==> src/mdpc_pkg.sv <==
package mdpc_pkg;

    // Field widths
    localparam int COORD_BITS  = 16;
    localparam int RADIUS_BITS = 14;
    localparam int PT_W        = COORD_BITS + 1;   // emitted point coordinate
    localparam int DIAM_W      = RADIUS_BITS + 1;  // 2r
    localparam int OFFX_W      = RADIUS_BITS + 2;  // x offset, signed (starts at r-1, may be -1)
    localparam int OFFY_W      = RADIUS_BITS + 1;  // y offset, unsigned
    localparam int STEP_W      = RADIUS_BITS + 2;  // tx / ty
    localparam int ERR_W       = RADIUS_BITS + 3;  // error term, signed
    // Internal width for point arithmetic before truncation to PT_W
    localparam int CALC_W      = (PT_W > RADIUS_BITS + 3) ? PT_W : RADIUS_BITS + 3;

    // Eight mirrored points per advance
    localparam int NPTS  = 8;
    localparam int IDX_W = $clog2(NPTS);
    typedef logic [IDX_W-1:0] idx_t;
    localparam idx_t IDX_LAST = idx_t'(NPTS - 1);

    // Input operation codes
    localparam logic OP_START   = 1'b0;
    localparam logic OP_ADVANCE = 1'b1;

    typedef enum logic {
        ST_IDLE,
        ST_OUT
    } state_t;

    // Controller -> datapath commands
    typedef struct packed {
        logic start;      // load a new circle
        logic emit_pt;    // load output word with point idx
        logic emit_done;  // load output word with done marker, drop circle
        logic step;       // advance error terms one octant step
        idx_t idx;
    } cmd_t;

    // Datapath -> controller status
    typedef struct packed {
        logic active;
        logic finished;   // x < y
    } sts_t;

endpackage

==> src/mdpc_datapath.sv <==
module mdpc_datapath (
    input  logic                                aclk,
    input  logic                                aresetn,
    input  mdpc_pkg::cmd_t                      cmd,
    output mdpc_pkg::sts_t                      sts,
    input  logic signed [mdpc_pkg::COORD_BITS-1:0] s_center_x,
    input  logic signed [mdpc_pkg::COORD_BITS-1:0] s_center_y,
    input  logic        [mdpc_pkg::RADIUS_BITS-1:0] s_radius,
    output logic signed [mdpc_pkg::PT_W-1:0]    m_point_x,
    output logic signed [mdpc_pkg::PT_W-1:0]    m_point_y,
    output logic                                m_point_valid,
    output logic                                m_last,
    output logic                                m_done_res
);
    import mdpc_pkg::*;

    logic signed [COORD_BITS-1:0] ctr_x_reg, ctr_y_reg;
    logic        [DIAM_W-1:0]     diam_reg;
    logic signed [OFFX_W-1:0]     off_x_reg;
    logic        [OFFY_W-1:0]     off_y_reg;
    logic        [STEP_W-1:0]     step_tx_reg, step_ty_reg;
    logic signed [ERR_W-1:0]      err_reg;
    logic                         active_reg;

    logic signed [PT_W-1:0] pt_x_reg, pt_y_reg;
    logic                   pt_valid_reg, last_reg, done_reg;

    logic signed [CALC_W-1:0] cx, cy, ex, ey, sel_a, sel_b, px, py;
    logic signed [ERR_W-1:0]  err_mid, err_new, err_start;
    logic        [STEP_W-1:0] ty_new, tx_new;
    logic        [OFFY_W-1:0] y_new;
    logic signed [OFFX_W-1:0] x_new;
    logic                     y_step, x_step;

    // Mirrored point select: bit2 swaps x/y, bit1 negates along x, bit0 sign along y
    always_comb begin
        cx    = CALC_W'(ctr_x_reg);
        cy    = CALC_W'(ctr_y_reg);
        ex    = CALC_W'(off_x_reg);
        ey    = $signed({{(CALC_W-OFFY_W){1'b0}}, off_y_reg});
        sel_a = cmd.idx[2] ? ey : ex;
        sel_b = cmd.idx[2] ? ex : ey;
        px    = cmd.idx[1] ? cx - sel_a : cx + sel_a;
        py    = cmd.idx[0] ? cy + sel_b : cy - sel_b;
    end

    // Error term update: y step first, x step tests the updated error
    always_comb begin
        y_step  = (err_reg <= 0);
        err_mid = y_step ? err_reg + $signed({1'b0, step_ty_reg}) : err_reg;
        ty_new  = y_step ? step_ty_reg + STEP_W'(2) : step_ty_reg;
        y_new   = y_step ? off_y_reg + OFFY_W'(1) : off_y_reg;
        x_step  = (err_mid > 0);
        tx_new  = x_step ? step_tx_reg + STEP_W'(2) : step_tx_reg;
        x_new   = x_step ? off_x_reg - OFFX_W'(1) : off_x_reg;
        err_new = x_step ? err_mid + $signed({1'b0, tx_new})
                           - $signed({{(ERR_W-DIAM_W){1'b0}}, diam_reg})
                         : err_mid;
        err_start = ERR_W'(1) - $signed({{(ERR_W-DIAM_W){1'b0}}, s_radius, 1'b0});
    end

    // Circle state
    always_ff @(posedge aclk) begin
        if (!aresetn) begin
            ctr_x_reg   <= '0;
            ctr_y_reg   <= '0;
            diam_reg    <= '0;
            off_x_reg   <= '0;
            off_y_reg   <= '0;
            step_tx_reg <= '0;
            step_ty_reg <= '0;
            err_reg     <= '0;
            active_reg  <= 1'b0;
        end else if (cmd.start) begin
            ctr_x_reg   <= s_center_x;
            ctr_y_reg   <= s_center_y;
            diam_reg    <= {s_radius, 1'b0};
            off_x_reg   <= $signed({2'b00, s_radius}) - OFFX_W'(1);
            off_y_reg   <= '0;
            step_tx_reg <= STEP_W'(1);
            step_ty_reg <= STEP_W'(1);
            err_reg     <= err_start;
            active_reg  <= 1'b1;
        end else if (cmd.emit_done) begin
            active_reg <= 1'b0;
        end else if (cmd.step) begin
            off_x_reg   <= x_new;
            off_y_reg   <= y_new;
            step_tx_reg <= tx_new;
            step_ty_reg <= ty_new;
            err_reg     <= err_new;
        end
    end

    // Output word register
    always_ff @(posedge aclk) begin
        if (cmd.emit_done) begin
            pt_x_reg     <= '0;
            pt_y_reg     <= '0;
            pt_valid_reg <= 1'b0;
            last_reg     <= 1'b1;
            done_reg     <= 1'b1;
        end else if (cmd.emit_pt) begin
            pt_x_reg     <= px[PT_W-1:0];
            pt_y_reg     <= py[PT_W-1:0];
            pt_valid_reg <= 1'b1;
            last_reg     <= (cmd.idx == IDX_LAST);
            done_reg     <= 1'b0;
        end
    end

    assign sts.active   = active_reg;
    assign sts.finished = (off_x_reg < $signed({1'b0, off_y_reg}));

    assign m_point_x     = pt_x_reg;
    assign m_point_y     = pt_y_reg;
    assign m_point_valid = pt_valid_reg;
    assign m_last        = last_reg;
    assign m_done_res    = done_reg;

endmodule

==> src/mdpc_ctrl.sv <==
module mdpc_ctrl (
    input  logic           aclk,
    input  logic           aresetn,
    input  logic           s_valid,
    output logic           s_ready,
    input  logic           s_op,
    output logic           m_valid,
    input  logic           m_ready,
    input  mdpc_pkg::sts_t sts,
    output mdpc_pkg::cmd_t cmd
);
    import mdpc_pkg::*;

    state_t state_reg, state_next;
    idx_t   idx_reg, idx_next;
    logic   done_reg, done_next;

    // State register
    always_ff @(posedge aclk) begin
        if (!aresetn) begin
            state_reg <= ST_IDLE;
            idx_reg   <= '0;
            done_reg  <= 1'b0;
        end else begin
            state_reg <= state_next;
            idx_reg   <= idx_next;
            done_reg  <= done_next;
        end
    end

    // Next state and commands
    always_comb begin
        state_next = state_reg;
        idx_next   = idx_reg;
        done_next  = done_reg;
        s_ready    = 1'b0;
        m_valid    = 1'b0;
        cmd        = '0;
        case (state_reg)
            ST_IDLE: begin
                s_ready = 1'b1;
                if (s_valid) begin
                    if (s_op == OP_START) begin
                        cmd.start = 1'b1;
                    end else if (!sts.active || sts.finished) begin
                        cmd.emit_done = 1'b1;
                        done_next     = 1'b1;
                        state_next    = ST_OUT;
                    end else begin
                        cmd.emit_pt = 1'b1;
                        cmd.idx     = '0;
                        idx_next    = '0;
                        done_next   = 1'b0;
                        state_next  = ST_OUT;
                    end
                end
            end
            ST_OUT: begin
                m_valid = 1'b1;
                if (m_ready) begin
                    if (done_reg) begin
                        state_next = ST_IDLE;
                    end else if (idx_reg == IDX_LAST) begin
                        cmd.step   = 1'b1;
                        state_next = ST_IDLE;
                    end else begin
                        idx_next    = idx_reg + 1'b1;
                        cmd.emit_pt = 1'b1;
                        cmd.idx     = idx_next;
                    end
                end
            end
            default: begin
                state_next = ST_IDLE;
            end
        endcase
    end

    // One word in flight: never accepting while a result is pending
    a_excl: assert property (@(posedge aclk) disable iff (!aresetn)
        !(s_ready && m_valid))
        else $error("input accepted while result pending");

    // Point index steps by one on each taken point word
    a_idx: assert property (@(posedge aclk) disable iff (!aresetn)
        (state_reg == ST_OUT && m_ready && !done_reg && idx_reg != IDX_LAST)
        |=> (idx_reg == idx_t'($past(idx_reg) + 1'b1)))
        else $error("point index skipped");

    // Terms advance only after the eighth point of a run
    a_step: assert property (@(posedge aclk) disable iff (!aresetn)
        cmd.step |-> (idx_reg == IDX_LAST && !done_reg && m_ready))
        else $error("term update outside end of run");

    // A start never coincides with output activity
    a_start: assert property (@(posedge aclk) disable iff (!aresetn)
        cmd.start |-> (state_reg == ST_IDLE && !cmd.emit_pt && !cmd.emit_done))
        else $error("start issued while busy");

endmodule

==> src/midpoint_circle_outline_core.sv <==
// Midpoint circle outline generator. A start word (op = 0) loads the center and
// radius and returns nothing. Each advance word (op = 1) returns the eight
// octant-mirrored points of the current step, the eighth marked last, one word
// per cycle while m_ready is high, from a single output register, after which
// the error terms are updated in the cycle the eighth word is taken. One word is
// handled at a time, so input ready is low while a result is pending. An advance
// with no circle loaded, or past the end of the circle, returns a single word
// with point_valid low, last and done_res high, and drops the circle.
module midpoint_circle_outline_core (
    input  logic                                    aclk,
    input  logic                                    aresetn,
    input  logic                                    s_valid,
    output logic                                    s_ready,
    input  logic                                    s_op,
    input  logic signed [mdpc_pkg::COORD_BITS-1:0]  s_center_x,
    input  logic signed [mdpc_pkg::COORD_BITS-1:0]  s_center_y,
    input  logic        [mdpc_pkg::RADIUS_BITS-1:0] s_radius,
    output logic                                    m_valid,
    input  logic                                    m_ready,
    output logic signed [mdpc_pkg::PT_W-1:0]        m_point_x,
    output logic signed [mdpc_pkg::PT_W-1:0]        m_point_y,
    output logic                                    m_point_valid,
    output logic                                    m_last,
    output logic                                    m_done_res
);
    import mdpc_pkg::*;

    cmd_t cmd;
    sts_t sts;

    mdpc_ctrl u_ctrl (
        .aclk    (aclk),
        .aresetn (aresetn),
        .s_valid (s_valid),
        .s_ready (s_ready),
        .s_op    (s_op),
        .m_valid (m_valid),
        .m_ready (m_ready),
        .sts     (sts),
        .cmd     (cmd)
    );

    mdpc_datapath u_datapath (
        .aclk          (aclk),
        .aresetn       (aresetn),
        .cmd           (cmd),
        .sts           (sts),
        .s_center_x    (s_center_x),
        .s_center_y    (s_center_y),
        .s_radius      (s_radius),
        .m_point_x     (m_point_x),
        .m_point_y     (m_point_y),
        .m_point_valid (m_point_valid),
        .m_last        (m_last),
        .m_done_res    (m_done_res)
    );

endmodule
==> config.mk <==
export PLATFORM = sky130hd
export DESIGN_NAME = midpoint_circle_outline_core
export DESIGN_NICKNAME = d
export VERILOG_FILES = /design/src/mdpc_pkg.sv /design/src/mdpc_datapath.sv /design/src/mdpc_ctrl.sv /design/src/midpoint_circle_outline_core.sv
export SDC_FILE = /design/constraint.sdc
export NUM_CORES = 1
export LEC_CHECK = 0
export BUFFER_PORTS_ARGS = -buffer_cell sky130_fd_sc_hd__buf_2
export CELL_PAD_IN_SITES_DETAIL_PLACEMENT = 1
export CELL_PAD_IN_SITES_GLOBAL_PLACEMENT = 2
export CORE_UTILIZATION = 33
export DETAILED_ROUTE_END_ITERATION = 10
export MAX_ROUTING_LAYER = met4
export PLACE_DENSITY_LB_ADDON = 0.2
export SLEW_MARGIN = 5
export SYNTH_ARGS = -nofsm -noshare
export SYNTH_HDL_FRONTEND = slang
export SYNTH_SLANG_ARGS = --single-unit
==> constraint.sdc <==
create_clock -name aclk -period 6.51 [get_ports aclk]
set_clock_uncertainty 0.05 [all_clocks]
set_input_delay 0.3255 -clock aclk [delete_from_list [all_inputs] [get_ports aclk]]
set_output_delay 0.3255 -clock aclk [all_outputs]
set_load 0.03 [all_outputs]
# Yosys cells after proc, flatten, opt, wreduce, memory -nomap -nowiden
# Index checks and enable logic that the tools add are counted.
[totals]
regBits = 169
latch_bits = 0
ramBits = 0
romBits = 0
elab_cells = 115
mem_count = 0
[op_classes]
n_addsub = 14
multipliers = 0
n_div = 0
order_cmp = 3
eq_ne = 9
n_shift = 0
n_mux = 53
bitwise_logic = 3
reduce_logical = 14
[op_table]
columns = ["operator", "count"]
rows = [
  ["17-bit 2-to-1 mux", 9],
  ["16-bit 2-to-1 mux", 5],
  ["16-bit by 17-bit adder with 17-bit output", 2],
  ["17-bit adder", 2],
  ["16-bit by 17-bit subtractor with 17-bit output", 2],
  ["16-bit by 2-bit adder with 16-bit output, second input constant", 2],
  ["1-bit 2-to-1 mux", 24],
  ["3-bit 2-to-1 mux", 8],
  ["17-bit by 1-bit > comparator with 1-bit output, second input constant", 1],
  ["17-bit by 1-bit <= comparator with 1-bit output, second input constant", 1],
  ["17-bit by 16-bit subtractor with 17-bit output", 1],
  ["16-bit < comparator", 1],
  ["1-bit by 15-bit subtractor with 16-bit output, first input constant", 1],
  ["16-bit by 2-bit subtractor with 16-bit output, second input constant", 1],
  ["15-bit by 1-bit adder with 15-bit output, second input constant", 1],
  ["14-bit by 1-bit subtractor with 15-bit output, second input constant", 1],
  ["2-bit inequality test, second input constant", 6],
  ["3-bit one-hot mux with 2 select lines", 2],
  ["3-bit AND reduction", 4],
  ["4-bit 2-to-1 mux", 2],
  ["2-bit nonzero test", 4],
  ["3-bit == test, second input constant", 2],
  ["6-bit AND reduction", 1],
  ["1-bit one-hot mux with 2 select lines", 2],
  ["8 further kinds", 11],
]

# Longest topological paths before layout
# Gate-level depths: netlist of run 1.
[depth]
depth_word = 10
ltp_mapped = 26
depth_no_buf = 25

# By module
# Synthesis of run 1 repeated with hierarchy kept, for this count alone.
[hier_totals]
hier_cells = 1566
area_unflattened_um2 = 12530.8
[modules_own_cells]
columns = ["mod", "instances", "cells_each", "area_per_inst_um2", "seq_area_each_um2"]
rows = [
  ["mdpc_datapath", 1, 1530, 12196.7, 3283.1],
  ["mdpc_ctrl", 1, 36, 334.1, 100.1],
]

# Worst setup path before layout of run 1
# OpenSTA, ideal clock, no wires.
[synth_timing]
path_type = "reg2reg"
startpoint = "register u_datapath.err_reg[0]"
endpoint = "register u_datapath.err_reg[16]"
t_arrival_ps = 5957
path_slack_ps = 388
stages_incl_launch_ff = 27
path_buffers = 1
synth_period_minus_slack_ps = 6122
path_cell_list = "dfxtp_1 > ha_1 > inv_1 > fa_1 > nand2b_1 > a211oi_1 > nor2_1 > xnor2_1 > o41a_1 > or4_1 > or4b_1 > buf_2 > o21ai_2 > nand2_1 > nand2_1 > fa_1 > ha_1 > nor2b_1 > o21a_1 > o21ai_0 > a31oi_1 > a41oi_1 > a21oi_1 > a211oi_1 > nor2b_1 > o31ai_1 > and3_1"
[synth_between]
elab_chain_cells = 10
word_cells_on_any_way = 11
[synth_rtl]
columns = ["element", "line", "source"]
rows = [
  ["from (decl)", "mdpc_datapath.sv:22", "logic signed [ERR_W-1:0] err_reg;"],
  ["from (signal assigned)", "mdpc_datapath.sv:82", "err_reg <= err_start;"],
  ["from (signal assigned)", "mdpc_datapath.sv:91", "err_reg <= err_new;"],
  ["17-bit adder or 17-bit by 1-bit <= comparator with 1-bit output (tied branches)", "mdpc_datapath.sv:50, mdpc_datapath.sv:49", ""],
  ["17-bit 2-to-1 mux *", "mdpc_datapath.sv:50", "err_mid = y_step ? err_reg + $signed({1'b0, step_ty_reg}) : err_reg;"],
  ["17-bit by 1-bit > comparator with 1-bit output *", "mdpc_datapath.sv:53", "x_step = (err_mid > 0);"],
  ["16-bit 2-to-1 mux *", "mdpc_datapath.sv:54", "tx_new = x_step ? step_tx_reg + STEP_W'(2) : step_tx_reg;"],
  ["named net u_datapath.tx_new[2]", "mdpc_datapath.sv:30", "logic [STEP_W-1:0] ty_new, tx_new;"],
  ["17-bit adder *", "mdpc_datapath.sv:56", "err_new = x_step ? err_mid + $signed({1'b0, tx_new})"],
  ["17-bit by 16-bit subtractor with 17-bit output *", "mdpc_datapath.sv:57", "- $signed({{(ERR_W-DIAM_W){1'b0}}, diam_reg})"],
  ["17-bit 2-to-1 mux *", "mdpc_datapath.sv:56", ""],
  ["17-bit 2-to-1 mux *", "mdpc_datapath.sv:86", "end else if (cmd.step) begin"],
  ["17-bit 2-to-1 mux *", "mdpc_datapath.sv:84", "end else if (cmd.emit_done) begin"],
  ["17-bit 2-to-1 mux *", "mdpc_datapath.sv:74", "end else if (cmd.start) begin"],
]
# The timed path passes the listed nets; every way through them passes the cells marked *. The select of a mux whose other input is x is not followed.
# A chain may end at the register's enable or synchronous reset.

# Worst setup path in the final report of run 1
[layout_timing]
startpoint = "register u_datapath.err_reg[0]"
endpoint = "register u_datapath.err_reg[15]"
# The elaborated chain is that of the path after synthesis.

==> flow_summary.rst, run 1 <==
.. list-table::
   :header-rows: 1

   * - Metric
     - Value
   * - Antenna Cells
     - 0
   * - Cells on Worst Hold Path
     - 3
   * - Num rows
     - 70
   * - Post-synthesis net count
     - 1,806
   * - Top FF cell, synth
     - sky130_fd_sc_hd__dfxtp_1
   * - Worst min-delay path category
     - in2reg
   * - Fraction of the yosys area taken by sequential cells
     - 27.5%
   * - Clock sink count
     - 169
   * - Maximum number of pins on one net before global-route repair
     - 67
   * - First drt pass iteration count
     - 4
   * - Final global-route overflow total
     - 0
   * - Worst setup slack before clock tree synthesis
     - -0.0736 ns
   * - Met1 demand-to-capacity share in global routing
     - 27.0%
   * - Arrival time at the worst endpoint
     - 6.50 ns
   * - Max-slew violation count
     - 0
   * - Slew headroom
     - 25.9%
   * - Top library cells by usage in the layout, fill and taps aside
     - 261 x sky130_fd_sc_hd__nand2_1, 181 x sky130_fd_sc_hd__a21oi_1, 168 x sky130_fd_sc_hd__dfxtp_1
   * - Drt total wl
     - 42,400 µm
   * - Vias per cell
     - 5.43
   * - Outcome
     - complete, no violations
   * - Global router's overall resource usage
     - 23.4%
   * - Most common library cell in the layout ignoring fill and taps
     - sky130_fd_sc_hd__nand2_1
   * - Most crowded layer after global routing
     - met2
   * - Required time of the critical path
     - 6.85 ns
   * - EDFF count, synth
     - 0
   * - Mean instance size in the synthesized netlist
     - 7.45 µm²
   * - Final GP Congestion
     - 0.853
   * - Number of max-capacitance violations reported
     - 0
   * - Clock Latency Late Sink
     - 0.46 ns
   * - Met3 capacity usage during global routing
     - 3.37%
   * - Type of element launching the critical path
     - flop
   * - Leakage power of the design
     - 5.62 nW
   * - Post-Syn Area
     - 0.0123 mm²
   * - Die width
     - 195 µm
   * - Depth of the CTS H-tree
     - 4
   * - Wirelength per Cell
     - 19.4 µm
   * - Number of cells traversed by the worst register-to-register path
     - 25
   * - Number of instances in the synthesized netlist
     - 1,650
   * - Area grow syn2layout
     - 13.7%
   * - Count of fill cells added during filler insertion
     - 4,532
   * - Initial antenna violation count
     - 0
   * - HPWL Detailed
     - 32,800 µm
   * - Fraction of synthesized cell area taken by the top area cell type
     - 27.5%
   * - Number of distinct library cells after synthesis
     - 78
   * - Area leader, netlist
     - sky130_fd_sc_hd__dfxtp_1
   * - Min Tclk post-route
     - 6.16 ns
   * - Total power per unit cell area
     - 233 mW/mm²
   * - Met2 Use GR
     - 41.2%
   * - CP max FO
     - 5
   * - Ports placed on the boundary
     - 90
   * - Maximum ir drop on the vdd rail
     - 0.000207 V
   * - Post-CTS Hold Buffers
     - 0
   * - Die Ht
     - 195 µm
   * - Main area contributors after synthesis
     - sky130_fd_sc_hd__dfxtp_1 28%, sky130_fd_sc_hd__ha_1 9.0%, sky130_fd_sc_hd__nand2_1 8.0%, sky130_fd_sc_hd__a21oi_1 7.6%, sky130_fd_sc_hd__xnor2_1 5.8%
   * - Starting density of the core
     - 33.6%
   * - Global-route wire length before repair
     - 67,900 µm
   * - Post-route non-filler standard cell count
     - 2,191
   * - Fin. Hold Viols
     - 0
   * - I/O Buffers
     - 89
   * - Worst Tran Pin Value
     - 1.11 ns
   * - Die area
     - 0.0380 mm²
   * - Via count
     - 11,900
   * - Achievable Freq
     - 162 MHz
   * - Layout cells sized above 1
     - 12.0%
   * - Clock tree from TritonCTS
     - yes
   * - DRT antenna net count
     - 0
   * - Worst setup path category
     - reg2reg
   * - Starting DRT DRC Count
     - 431
   * - Fraction of synthesis flops using an asynchronous set or reset pin
     - 0%
   * - Clock edge transition at the registers on the reported setup and hold paths
     - 0.07 ns
   * - Worst-case clock buffer depth
     - 2
   * - Num CTS Buffers
     - 17
   * - Period Utilization, post-route
     - 94.7%
   * - Number of warnings issued by yosys
     - 0
   * - Setup slack of the critical path after layout
     - 0.348 ns
   * - Cell total after placement
     - 2,156
   * - Setup-failing EPs final
     - 0
   * - Vias in the first global route
     - 12,300
   * - DRC viols
     - 0
   * - Flip-flop and latch count after synthesis
     - 169
   * - # nets final
     - 1,866
   * - Clock root buffer
     - sky130_fd_sc_hd__clkbuf_16
   * - Std-Cell Core Area
     - 0.0366 mm²
   * - Endpoint class of the critical path
     - flop
-- worst max-delay path: stages (launching register included) --
cell and delay (ns):
sky130_fd_sc_hd__dfxtp_2 0.36, sky130_fd_sc_hd__ha_1 0.19, sky130_fd_sc_hd__inv_1 0.07, sky130_fd_sc_hd__fa_1 0.41
sky130_fd_sc_hd__nand2b_4 0.17, sky130_fd_sc_hd__a21oi_2 0.12, sky130_fd_sc_hd__xor2_1 0.09, sky130_fd_sc_hd__or3_1 0.33
sky130_fd_sc_hd__o41a_1 0.32, sky130_fd_sc_hd__or4_4 0.54, sky130_fd_sc_hd__or4b_4 0.52, sky130_fd_sc_hd__o21ai_4 0.24
sky130_fd_sc_hd__nor2_1 0.09, sky130_fd_sc_hd__xor2_1 0.16, sky130_fd_sc_hd__fa_1 0.42, sky130_fd_sc_hd__ha_4 0.26
sky130_fd_sc_hd__a21oi_2 0.17, sky130_fd_sc_hd__o22ai_1 0.10, sky130_fd_sc_hd__o31ai_1 0.26, sky130_fd_sc_hd__nand2b_1 0.14
sky130_fd_sc_hd__a21oi_2 0.18, sky130_fd_sc_hd__o21ai_1 0.13, sky130_fd_sc_hd__o41ai_2 0.35, sky130_fd_sc_hd__xnor2_1 0.16
sky130_fd_sc_hd__o211ai_1 0.09, sky130_fd_sc_hd__a21oi_1 0.17
-- repair_timing --
item	in CTS	in global routing
setup endpoints to repair	4	9
buffers inserted	0	3
pin swaps	1	4
gates resized for setup	6	20
-- Yosys cell counts, types with 19 or more instances --
cell type / number
sky130_fd_sc_hd__xnor2_1: 82
sky130_fd_sc_hd__and3_1: 19
sky130_fd_sc_hd__inv_1: 73
sky130_fd_sc_hd__nand3_1: 42
sky130_fd_sc_hd__o21ai_0: 77
sky130_fd_sc_hd__clkbuf_1: 66
sky130_fd_sc_hd__nor2_1: 153
sky130_fd_sc_hd__or3_1: 33
sky130_fd_sc_hd__ha_1: 88
sky130_fd_sc_hd__dfxtp_1: 169
sky130_fd_sc_hd__nor3_1: 54
sky130_fd_sc_hd__xor2_1: 44
sky130_fd_sc_hd__a21oi_1: 187
sky130_fd_sc_hd__nand2_1: 262
-- power breakdown --
part	total, W	switching, W	leakage, nW	internal [W]
clock network	0.00106	0.000479	0.283	0.000583
logic	0.00103	0.000628	3.96	0.000407
registers	0.00116	0.0000621	1.38	0.00110
total	0.00326	0.00117	5.62	0.00209
-- final cells by class --
cell class	count	area [µm²]	share of cell area [%]
Inverter	73	274	1.96
Sequential cell	169	3380	24.2
Clock inverter	11	134	0.957
Timing Repair Buffer	126	723	5.17
Tap cell	468	586	4.19
Clock buffer	21	450	3.22
Multi-Input combinational cell	1323	8430	60.3
-- worst paths after layout --
check | start | endpoint | slack [ns]
max reg2reg | u_datapath.err_reg[0]$_SDFFE_PN0P_ | u_datapath.err_reg[15]$_SDFFE_PN0P_ | 0.35
max | u_datapath.err_reg[0]$_SDFFE_PN0P_ | u_datapath.err_reg[15]$_SDFFE_PN0P_ | 0.35
min reg2reg | u_datapath.m_point_y[4]$_SDFFE_PP0P_ | u_datapath.m_point_y[4]$_SDFFE_PP0P_ | 0.40
min | s_center_x[6] | u_datapath.ctr_x_reg[6]$_SDFFE_PN0P_ | 0.05
-- metrics by stage --
stage / setup TNS [ns] / util [%] / hold WS (ns) / power (W) / area, µm²
global placement: 0 / 36.2 / 0.383 / 0.00216 / 13200
detailed placement: -0.143 / 36.2 / 0.390 / 0.00218 / 13200
finish: 0 / 38.2 / 0.0520 / 0.00326 / 14000
CTS: 0 / 37.8 / 0.0320 / 0.00327 / 13900
global route: -0.00643 / 38.2 / 0.0364 / 0.00344 / 14000
floorplan: 0 / - / 0.386 / 0.00186 / 12300
-- layer usage --
layer	routed length (µm)	vias to the layer above
li1	-	5935
met1	18600	5728
met2	21400	162
met3	1140	72
met4	1270	0
met5	0	-
-- kinds of logic (layout without fill, tap and decap cells) --
| group | count (synthesis) | in the layout | synth area share [%] |
|---|---|---|---|
| DFF | 169 | 169 | 27.5 |
| muxes | 20 | 20 | 1.70 |
| and+or+nand+nor | 645 | 645 | 23.9 |
| buffers and inverters | 158 | 231 | 5.14 |
| AOI/OAI and AO/OA | 427 | 427 | 21.1 |
| adders and majority gates | 105 | 105 | 11.7 |
| xor gates and xnor gates | 126 | 126 | 8.98 |
Power figures use the tool's default switching activity.
==> run 2: changes to the inputs <==
--- a/config.mk
+++ b/config.mk
@@ -9,6 +9,7 @@
 export CELL_PAD_IN_SITES_DETAIL_PLACEMENT = 1
 export CELL_PAD_IN_SITES_GLOBAL_PLACEMENT = 2
 export CORE_UTILIZATION = 33
+export CTS_BUF_LIST = sky130_fd_sc_hd__clkbuf_16
 export DETAILED_ROUTE_END_ITERATION = 10
 export MAX_ROUTING_LAYER = met4
 export PLACE_DENSITY_LB_ADDON = 0.2
==> run 2 against run 1 <==
Net effect:
- via count down 0.18%
- register-to-register slack about the same
- sequential cell count is the same
- clock power hardly changed
- critical path type unchanged
- highest routed layer unchanged
==> flow_summary.rst, run 2 (synthesis results as in run 1) <==
.. list-table::
   :header-rows: 1

   * - Metric
     - Value
   * - Vias per cell
     - 5.42 (was 5.43)
   * - CP max FO
     - 5 (unchanged)
   * - Reg-to-Reg End
     - u_datapath.err_reg[16]$_SDFFE_PN0P_ (was u_datapath.err_reg[15]$_SDFFE_PN0P_)
   * - First drt pass iteration count
     - 4 (unchanged)
   * - Depth of the CTS H-tree
     - 4 (unchanged)
   * - I/O Buffers
     - 89 (unchanged)
   * - # nets final
     - 1,866 (unchanged)
   * - HPWL Detailed
     - 32,800 µm (unchanged)
   * - Global-route wire length before repair
     - 67,900 µm (about the same)
   * - Die area
     - 0.0380 mm² (unchanged)
   * - Drt total wl
     - 42,300 µm (was 42,400 µm)
   * - Top sig layer
     - met4 (unchanged)
   * - Num rows
     - 70 (unchanged)
   * - DRT antenna net count
     - 0 (unchanged)
   * - Period Utilization, post-route
     - 94.8% (was 94.7%)
   * - Global router's overall resource usage
     - 23.4% (about the same)
   * - Achievable Freq
     - 162 MHz (about the same)
   * - Starting density of the core
     - 33.6% (unchanged)
   * - Hold path endpoint
     - u_datapath.ctr_x_reg[6]$_SDFFE_PN0P_ (unchanged)
   * - Antenna Cells
     - 0 (unchanged)
   * - Cells on Worst Hold Path
     - 3 (unchanged)
   * - Final global-route overflow total
     - 0 (unchanged)
   * - Slew headroom
     - 22.6% (was 25.9%)
   * - R2R Path Start
     - u_datapath.err_reg[0]$_SDFFE_PN0P_ (unchanged)
   * - Clock edge transition at the registers on the reported setup and hold paths
     - 0.07 ns (about the same)
   * - Hold Path Origin
     - s_center_x[6] (unchanged)
   * - Starting DRT DRC Count
     - 424 (was 431)
   * - Non-Filler Cell Area, Final
     - 0.0140 mm² (about the same)
   * - Final GP Congestion
     - 0.853 (unchanged)
   * - Leakage power of the design
     - 5.62 nW (about the same)
   * - Die Ht
     - 195 µm (unchanged)
   * - Wire length the detailed router placed on met1
     - 18,700 µm (was 18,600 µm)
   * - Initial antenna violation count
     - 0 (unchanged)
   * - Num CTS Buffers
     - 17 (unchanged)
   * - Layout cells sized above 1
     - 11.9% (was 12.0%)
   * - Maximum number of pins on one net before global-route repair
     - 67 (unchanged)
   * - Clock root buffer
     - sky130_fd_sc_hd__clkbuf_16 (unchanged)
   * - Kind of cell adding the most delay to the critical path
     - simple AND/OR/NAND/NOR gates (was compound AO/OA/AOI/OAI gates)
   * - Total met2 wirelength after detailed routing
     - 21,300 µm (was 21,400 µm)
   * - Number of cells traversed by the worst register-to-register path
     - 26 (was 25)
   * - Maximum ir drop on the vdd rail
     - 0.000205 V (was 0.000207 V)
   * - Fin. Hold Viols
     - 0 (unchanged)
   * - Ports placed on the boundary
     - 90 (unchanged)
   * - Worst-case clock buffer depth
     - 2 (unchanged)
   * - Count of fill cells added during filler insertion
     - 4,535 (was 4,532)
   * - Top library cells by usage in the layout, fill and taps aside
     - 261 x sky130_fd_sc_hd__nand2_1, 181 x sky130_fd_sc_hd__a21oi_1, 168 x sky130_fd_sc_hd__dfxtp_1 (unchanged)
   * - Critical path's slowest cell
     - sky130_fd_sc_hd__or4_4 (unchanged)
   * - Met3 WL
     - 974 µm (was 1140 µm)
   * - Fin Hold WS
     - 0.0546 ns (was 0.0520 ns)
   * - Worst Tran Pin Value
     - 1.16 ns (was 1.11 ns)
   * - Number of max-capacitance violations reported
     - 0 (unchanged)
   * - Min Tclk post-route
     - 6.17 ns (was 6.16 ns)
   * - Die width
     - 195 µm (unchanged)
   * - DRC viols
     - 0 (unchanged)
   * - Via count
     - 11,900 (about the same)
   * - Reg2Reg Setup Slack
     - 0.34 ns (was 0.35 ns)
   * - Required time of the critical path
     - 6.86 ns (was 6.85 ns)
   * - Count of buffer and inverter cells on the critical path
     - 3 (was 1)
   * - Endpoint class of the critical path
     - flop (unchanged)
   * - DP Area
     - 0.0132 mm² (unchanged)
   * - Std-Cell Core Area
     - 0.0366 mm² (unchanged)
   * - Vias in the first global route
     - 12,300 (about the same)
   * - Type of element launching the critical path
     - flop (unchanged)
   * - Wirelength per Cell
     - 19.3 µm (was 19.4 µm)
   * - Setup-failing EPs final
     - 0 (unchanged)
   * - Tot Pwr
     - 0.00324 W (was 0.00326 W)
   * - Worst setup path category
     - reg2reg (unchanged)
   * - Startpoint of the most critical setup path
     - u_datapath.err_reg[0]$_SDFFE_PN0P_ (unchanged)
   * - Max-slew violation count
     - 0 (unchanged)
   * - Area grow syn2layout
     - 13.7% (about the same)
   * - Maximum cell stage delay along the critical path
     - 0.54 ns (about the same)
   * - Total power per unit cell area
     - 232 mW/mm² (was 233 mW/mm²)
   * - Most common library cell in the layout ignoring fill and taps
     - sky130_fd_sc_hd__nand2_1 (unchanged)
   * - Arrival time at the worst endpoint
     - 6.52 ns (was 6.50 ns)
   * - Clock Latency Late Sink
     - 0.46 ns (about the same)
   * - Outcome
     - complete, no violations (unchanged)
   * - Clock sink count
     - 169 (unchanged)
   * - Worst min-delay path category
     - in2reg (unchanged)
   * - Clock tree from TritonCTS
     - yes (unchanged)
-- run 2: cell count changes in the layout (fill, tap and decap cells not counted), sizes merged --
cell,previous run,this run
clkbuf,21,17
inv,78,81
clkinv,3,4
-- run 2: what timing repair did --
| item | in CTS | in global routing |
|---|---|---|
| gates cloned | 0 | 0 |
| setup buffers | 0 | 3 |
| hold buffers | 0 | 0 |
| pin swaps | 1 | 4 |
| hold endpoints to repair | 0 | 0 |
| setup endpoints to repair | 4 | 9 |
| resized for setup | 6 | 20 |
-- run 2: routing by layer --
| metal | track usage (%) | vias up |
|---|---|---|
| li1 | - | 5929 |
| met1 | 27.0 | 5714 |
| met2 | 41.1 | 156 |
| met3 | 3.37 | 76 |
| met4 | 8.49 | 0 |
| met5 | - | - |
-- run 2: through the flow --
stage / instances / setup slack, ns / setup TNS [ns] / utilization (%)
2_1_floorplan: 1650 / 0.388 / 0 / -
3_3_place_gp: 2156 / 0.0866 / 0 / 36.2
3_5_place_dp: 2156 / -0.0736 / -0.143 / 36.2
4_1_cts: 2188 / 0.0461 / 0 / 37.8
5_1_grt: 2191 / -0.00787 / -0.00787 / 38.2
6_report: 2191 / 0.338 / 0 / 38.2
-- run 2: final cells by class --
cell class / count / area, µm² / share of cell area [%]
repair buffers: 126 / 723 / 5.18
clock buffers: 17 / 425 / 3.04
inverters: 73 / 274 / 1.96
well taps: 468 / 586 / 4.19
flip-flops and latches: 169 / 3380 / 24.2
clock inverters: 15 / 149 / 1.07
multi-input cells: 1323 / 8430 / 60.3
-- run 2: worst min-delay path, stage by stage --
cell,delay (ns)
sky130_fd_sc_hd__buf_2,0.09
sky130_fd_sc_hd__nand2_1,0.04
sky130_fd_sc_hd__a21oi_1,0.05
-- run 2: power by group --
part / leakage [nW] / switching (W) / internal [W]
sequential: 1.38 / 0.0000620 / 0.00110
clock: 0.290 / 0.000479 / 0.000566
combinational: 3.96 / 0.000628 / 0.000407
-- run 2: worst max-delay path by stage --
stage	to	depth (start not counted)
4_1_cts	u_datapath.err_reg[15]$_SDFFE_PN0P_	25
5_1_grt	u_datapath.err_reg[15]$_SDFFE_PN0P_	25
6_report	u_datapath.err_reg[16]$_SDFFE_PN0P_	26
3_5_place_dp	u_datapath.err_reg[16]$_SDFFE_PN0P_	25
3_3_place_gp	u_datapath.err_reg[16]$_SDFFE_PN0P_	25
2_1_floorplan	u_datapath.err_reg[16]$_SDFFE_PN0P_	26
